<file path="config.mk">
export PLATFORM = sky130hd
export DESIGN_NAME = tslot_alu
export DESIGN_NICKNAME = d
export VERILOG_FILES = /design/src/hw/rtl/tslot_pkg.sv /design/src/hw/rtl/tslot_alu.sv
export SDC_FILE = /design/constraint.sdc
export NUM_CORES = 1
export LEC_CHECK = 0
export BUFFER_PORTS_ARGS = -buffer_cell sky130_fd_sc_hd__buf_4
export CAP_MARGIN = 10
export CORE_MARGIN = 5
export CORE_UTILIZATION = 55
export DETAILED_ROUTE_END_ITERATION = 7
export GPL_TIMING_DRIVEN = 0
export PLACE_DENSITY = 0.86
export RECOVER_POWER = 50
export SYNTH_ARGS = -nofsm -noshare
export SYNTH_HDL_FRONTEND = slang
export SYNTH_SLANG_ARGS = --single-unit
</file>
<file path="constraint.sdc">
create_clock -name vclk -period 8.82
set_input_delay 0.882 -clock vclk [all_inputs]
set_output_delay 0.882 -clock vclk [all_outputs]
set_load 0.02 [all_outputs]
</file>
<file path="src/hw/rtl/tslot_pkg.sv">
// Shared types, constants and helpers of the timer slot table.
package tslot_pkg;

  localparam int TIMER_SLOTS = 4096;
  localparam int SLOT_W      = $clog2(TIMER_SLOTS);
  localparam int CNT_W       = SLOT_W + 1;
  localparam int ID_W        = 32;
  localparam int TIME_W      = 48;
  localparam int DELAY_W     = 32;
  localparam int REGION_W    = 32;

  localparam logic [1:0] CMD_CREATE        = 2'd0;
  localparam logic [1:0] CMD_POLL          = 2'd1;
  localparam logic [1:0] CMD_CANCEL        = 2'd2;
  localparam logic [1:0] CMD_CANCEL_REGION = 2'd3;

  localparam logic [1:0] STAT_PENDING   = 2'd0;
  localparam logic [1:0] STAT_COMPLETED = 2'd1;
  localparam logic [1:0] STAT_CANCELLED = 2'd2;

  localparam logic [1:0] OUTC_NOT_DUE   = 2'd0;
  localparam logic [1:0] OUTC_COMPLETED = 2'd1;
  localparam logic [1:0] OUTC_GONE      = 2'd2;
  localparam logic [1:0] OUTC_INVALID   = 2'd3;

  localparam logic ALU_ADD_SAT = 1'b0;
  localparam logic ALU_GE      = 1'b1;

  typedef struct packed {
    logic [ID_W-1:0]     owner;
    logic [TIME_W-1:0]   fire;
    logic [REGION_W-1:0] region;
    logic [1:0]          status;
  } entry_t;

  typedef struct packed {
    logic              re;
    logic [SLOT_W-1:0] raddr;
    logic              we;
    logic [SLOT_W-1:0] waddr;
    entry_t            wdata;
  } mem_req_t;

  function automatic logic [SLOT_W-1:0] slot_of(input logic [ID_W-1:0] id);
    logic [ID_W-1:0] rem;
    rem = id % TIMER_SLOTS;
    return rem[SLOT_W-1:0];
  endfunction

endpackage

</file>
<file path="src/hw/rtl/tslot_alu.sv">
// Shared time unit: saturating add or unsigned greater-or-equal compare.
module tslot_alu (
  input  logic                          op,
  input  logic [tslot_pkg::TIME_W-1:0]  a,
  input  logic [tslot_pkg::TIME_W-1:0]  b,
  output logic [tslot_pkg::TIME_W-1:0]  res
);

  logic [tslot_pkg::TIME_W:0] sum;

  assign sum = {1'b0, a} + {1'b0, b};

  always_comb begin
    unique case (op)
      tslot_pkg::ALU_ADD_SAT: begin
        res = sum[tslot_pkg::TIME_W] ? {tslot_pkg::TIME_W{1'b1}} : sum[tslot_pkg::TIME_W-1:0];
      end
      tslot_pkg::ALU_GE: begin
        res = {{(tslot_pkg::TIME_W-1){1'b0}}, (a >= b)};
      end
      default: begin
        res = '0;
      end
    endcase
  end

endmodule

</file>
==> flow_summary.toml, run 1 <==
[floorplanning]
start_util = 0.565
num_rows = 32
die_x_um = 99.1
die_area_mm2 = 0.00982
fp.dieH_um = 99.1
io_pins = 145
coreArea_mm2 = 0.00773

[grt]
grtUsageMet3 = 0.0175
grt_pass1_wl_um = 21600
grt_max_degree = 11
gr-total-overflow = 0
grt_pass1_vias = 4999
antenna_found_initial = 0
gr-max-usage-layer = "met2"
grt_use_met1 = 0.314
track_usage = 0.252
gr-usage-met2 = 0.470

[critical_path]
cpPeakStageDelay_ps = 480
cp_max_fo = 10
crit_chain = "buf_4 > ha_1 > fa_1 > nor2b_1 > nor3_1 > o21ai_0 > a21bo_2 > a21oi_1 > nor4_1 > a31o_1 > a31oi_1 > clkbuf_1 > buf_4 > a21oi_1 > buf_4"
crit_slowest_cell = "clkbuf_1"
required_ps = 7940
critPathBufInv = 4
path_common_cell = "buf_4"
crit_type = "primary input to primary output"
crit_family = "compound AO/OA/AOI/OAI gates"
startpoint_type = "primary input"
end_kind = "primary output"
worstPathArrival_ps = 4390

[finish]
ff_latch_area_um2 = 0
fin_nets = 976
antennaDiodeCount = 0
final_cells = 882
fin_util = 0.710
drive_gt1_frac = 0.203
clock_buffers = 0
fill_cells = 672
final_area_mm2 = 0.00549
seq_cell_count = 0
mostFrequentLayoutCell = "buf_4"
area_growth_pct = 25.7
layout_common_cells = "130 x buf_4, 116 x a21oi_1, 97 x inv_1"

[detailed_routing]
detail_route.vias_per_cell = 5.92
drtIter0Drc = 338
wl_per_cell_um = 15.4
firstDrtPassIters = 5
ant_nets = 0
wl_um = 13600
drc = 0
num_vias = 5219

[min_path]
whs_path_depth = 4
hold_end = "res[4]"
min_path_type = "primary input to primary output"
min-delay-start = "op"

[place]
post-place-ws_ps = 4040
io_buffers = 145
numPlacedInstances = 882
gp_congestion = 0.983
place_area_mm2 = 0.00558
dp_hpwl_um = 11500

[power]
power_uw = 425
p_int_uw = 179
p_comb_frac = 1.000
switching_share = 0.579
p_leak_nw = 2.74
ir_worst_vdd_uv = 50.9
sequentialPowerShare = 0
clockPowerShare = 0
switchingPower_uw = 246
powerDensity_mw_per_mm2 = 77.4

[job]
maxCapViolCount = 0

[logic_synthesis]
ys_seq_area_frac = 0
synth_simple_gate_area_share = 0.155
synth_top_family_by_area = "compound AO/OA/AOI/OAI gates"
syn_inst = 635
synthXorXnorAreaFrac = 0.0862
muxShareOfSynthArea = 0
syn_area_mm2 = 0.00437
syn_area_per_cell_um2 = 6.88
synth_compound_area_frac = 0.344
synthDistinctLibCells = 65
ys_warn_count = 0
synth_nets = 829
synthAdderAreaFrac = 0.280

[timing]
setup_ws_ps = 3550
holdWs_ps = 2240
fmax_mhz = 190
setup-violations-final = 0
drv_slew = 0
tightestPinTransition_ps = 594
finalCritPeriodShare = 0.598
final.setup.tns_ps = 0
max_slew_margin = 0.600
hold_violations = 0
min_period_ps = 5270
rsz0062_at_grt = "no"

[clock_network]
cts-hold-fix-buffers = 0
post_cts_buffers = 0
cts_resized = 0

[run_status]
status = "finished, final reports clean"
==> synth_stat cells (2+ instances only) <==
master     instances  area (µm²)
nor2b_1            8        50.1
nand3_1            6        30.0
a31oi_1           11        68.8
ha_1              96        1200
a21boi_0           2        15.0
nand2_1           14        52.6
xnor2_1           40         350
or2_2              2        12.5
nand2b_1           3        18.8
a21oi_2            3        26.3
o211ai_1           3        22.5
a2111oi_0          3        26.3
o31ai_1            8        60.1
buf_4              3        22.5
o21a_1             4        30.0
or4_1              2        15.0
nor2_1            43         161
o41ai_1            5        43.8
o2111ai_1          3        26.3
o21ai_1            3        15.0
o31a_1             7        61.3
buf_2              7        35.0
nor3_1            12        60.1
clkbuf_8           7        96.3
xor2_1             3        26.3
o21bai_1          18         135
and3_1             3        18.8
a211oi_1           4        30.0
clkbuf_1           5        18.8
o21ai_0           28         140
a21oi_1          116         581
inv_1             97         364
a21o_1             6        45.0
a221oi_1           2        17.5
nand4_1           14        87.6
nor4_1            15        93.8
==> power groups by stage <==
stage,registers (mW),clock network (mW),logic (mW)
floorplan,0,0,0.283
global placement,0,0,0.419
detailed placement,0,0,0.427
CTS,0,0,0.430
global route,0,0,0.460
finish,0,0,0.425
==> worst max-delay path by stage <==
stage	startpoint	endpoint	slack (ps)	cells past startpoint
final	a[0]	res[43]	3550	15
after global routing	a[0]	res[43]	3220	15
after CTS	a[0]	res[43]	4020	15
after detailed placement	a[0]	res[43]	4040	15
after global placement	a[0]	res[26]	4120	15
after floorplan	b[4]	res[45]	4560	12
==> cells by family after synthesis <==
family / Yosys count
xor+xnor: 43
simple gates: 131
compound gates: 241
fa+ha+maj: 97
buf+inv: 123
==> tightest hold or removal path, delay by kind of cell <==
family | cells | cell delay (ps)
AO/OA/AOI/OAI | 1 | 50
buffers and inverters | 3 | 420
==> layout make-up <==
type                       count  area (µm²)  share of cell area
buffer                        25         209              0.0381
inverter                      98         368              0.0670
multi-input combinational    512        3760               0.686
tap                          102         128              0.0233
timing repair buffer         145        1020               0.186
==> routing by layer <==
| metal | routed length (µm) | vias to the layer above |
|---|---|---|
| met4 | 299 | 0 |
| met2 | 6760 | 233 |
| li1 | - | 2563 |
| met3 | 901 | 35 |
| met5 | 0 | - |
| met1 | 5620 | 2388 |
No activity file was read; power rests on OpenSTA's default activity.
==> inputs of run 2 (changes only) <==
CORE_UTILIZATION = 49   (was 55)
PLACE_DENSITY = 0.81   (was 0.86)
clock period = 4.45 ns   (was 8.82 ns; I/O delays follow)
==> run 2 against run 1 <==
Net effect:
- sequential share of layout area is the same
- cell count rose by 0.68%
- combinational power grew 98%
- global-route usage is 2.8 points lower
- total power rose by 98%
- via count decreased by 2.1%
- clock-buffer cell count unchanged
- non-clock buffer count stayed put
- die area rose by 11%
- core utilization fell by 7.6 points
- design area increased by 0.75%
==> flow_summary.toml, run 2 (synthesis results as in run 1) <==
[finish]
area_growth_pct = 26.6
layout_common_cells = "132 x buf_4, 116 x a21oi_1, 97 x inv_1"
seq_cell_count = 0
fill_cells = 812
clock_buffers = 0
fin_nets = 976
antennaDiodeCount = 0
ff_latch_area_um2 = 0
mostFrequentLayoutCell = "buf_4"
drive_gt1_frac = 0.209

[run_status]
status = "finished, final reports clean"

[place]
io_buffers = 145
gp_congestion = 0.945
post-place-ws_ps = 528
dp_hpwl_um = 11400

[power]
switchingPower_uw = 483
p_comb_frac = 1.000
clockPowerShare = 0
ir_worst_vdd_uv = 109
p_int_uw = 359
switching_share = 0.574
powerDensity_mw_per_mm2 = 152
p_leak_nw = 2.75
sequentialPowerShare = 0

[critical_path]
worstPathArrival_ps = 3550
crit_family = "compound AO/OA/AOI/OAI gates"
required_ps = 4010
end_kind = "primary output"
crit_chain = "buf_4 > ha_1 > fa_1 > nor2b_1 > nor3_1 > o21ai_1 > a21bo_2 > a21oi_1 > nor4_1 > a31o_1 > a31oi_4 > clkbuf_1 > a21oi_1 > clkbuf_1"
startpoint_type = "primary input"
cpPeakStageDelay_ps = 400
crit_type = "primary input to primary output"
cp_max_fo = 10
crit_slowest_cell = "fa_1"
critPathBufInv = 3

[timing]
max_slew_margin = 0.610
min_period_ps = 3990
finalCritPeriodShare = 0.898
setup_ws_ps = 456
fmax_mhz = 250
rsz0062_at_grt = "no"
hold_violations = 0
setup-violations-final = 0
drv_slew = 0
tightestPinTransition_ps = 578
final.setup.tns_ps = 0

[floorplanning]
coreArea_mm2 = 0.00872
die_x_um = 104
die_area_mm2 = 0.0109
io_pins = 145
start_util = 0.501
num_rows = 34
fp.dieH_um = 104

[clock_network]
cts-hold-fix-buffers = 0
post_cts_buffers = 0
cts_resized = 0

[grt]
gr-total-overflow = 0
antenna_found_initial = 0
grt_pass1_vias = 4919
grt_pass1_wl_um = 21800
grt_max_degree = 11
track_usage = 0.224

[detailed_routing]
ant_nets = 0
wl_per_cell_um = 14.9
drtIter0Drc = 305
num_vias = 5108
drc = 0
detail_route.vias_per_cell = 5.75
wl_um = 13200
firstDrtPassIters = 5

[min_path]
min_path_type = "primary input to primary output"

[job]
maxCapViolCount = 0
[run 2: cell count changes in the layout (fill, tap and decap cells not counted)]
cell	delta
a31oi_1	-1
o21ai_0	-1
buf_2	+1
buf_4	+2
o21ai_1	+1
clkbuf_8	+1
clkbuf_1	-4
a31oi_4	+1
[run 2: power by group through the flow]
| stage | registers, mW | clock network [mW] | logic [mW] |
|---|---|---|---|
| floorplan | 0 | 0 | 0.562 |
| finish | 0 | 0 | 0.841 |
| global placement | 0 | 0 | 0.834 |
| CTS | 0 | 0 | 0.852 |
| global route | 0 | 0 | 0.921 |
| detailed placement | 0 | 0 | 0.847 |
[run 2: stage by stage]
step | hold slack (ps) | cell area (µm²) | power, mW | instances | utilization
after CTS | 1370 | 5590 | 0.852 | 888 | 0.641
after detailed placement | 1370 | 5590 | 0.847 | 888 | 0.641
after global placement | 1360 | 5590 | 0.834 | 888 | 0.641
final | 1370 | 5530 | 0.841 | 888 | 0.634
after global routing | 1390 | 5530 | 0.921 | 888 | 0.634
after floorplan | 1110 | 4370 | 0.562 | 635 | -
[run 2: metal layers]
layer  share of wire  track usage  wire, µm  vias to the layer above
met5               0            0         0                        -
met4           0.011       0.0287       144                        0
met3           0.078       0.0267      1040                       18
met2            0.48        0.402      6370                      204
met1            0.43        0.292      5690                     2330
li1                -            -         -                     2556
[run 2: area by class of cell]
type / count / area, µm² / share of cell area
multi-input combinational: 512 / 3780 / 0.683
timing repair buffer: 145 / 1030 / 0.186
inverter: 98 / 368 / 0.0665
buffer: 25 / 220 / 0.0398
tap: 108 / 135 / 0.0244
[run 2: path summary, 6_finish.rpt]
path | from | end | slack, ps | depth (start not counted)
setup / recovery | a[0] | res[15] | 460 | 14
hold / removal | op | res[3] | 1370 | 4
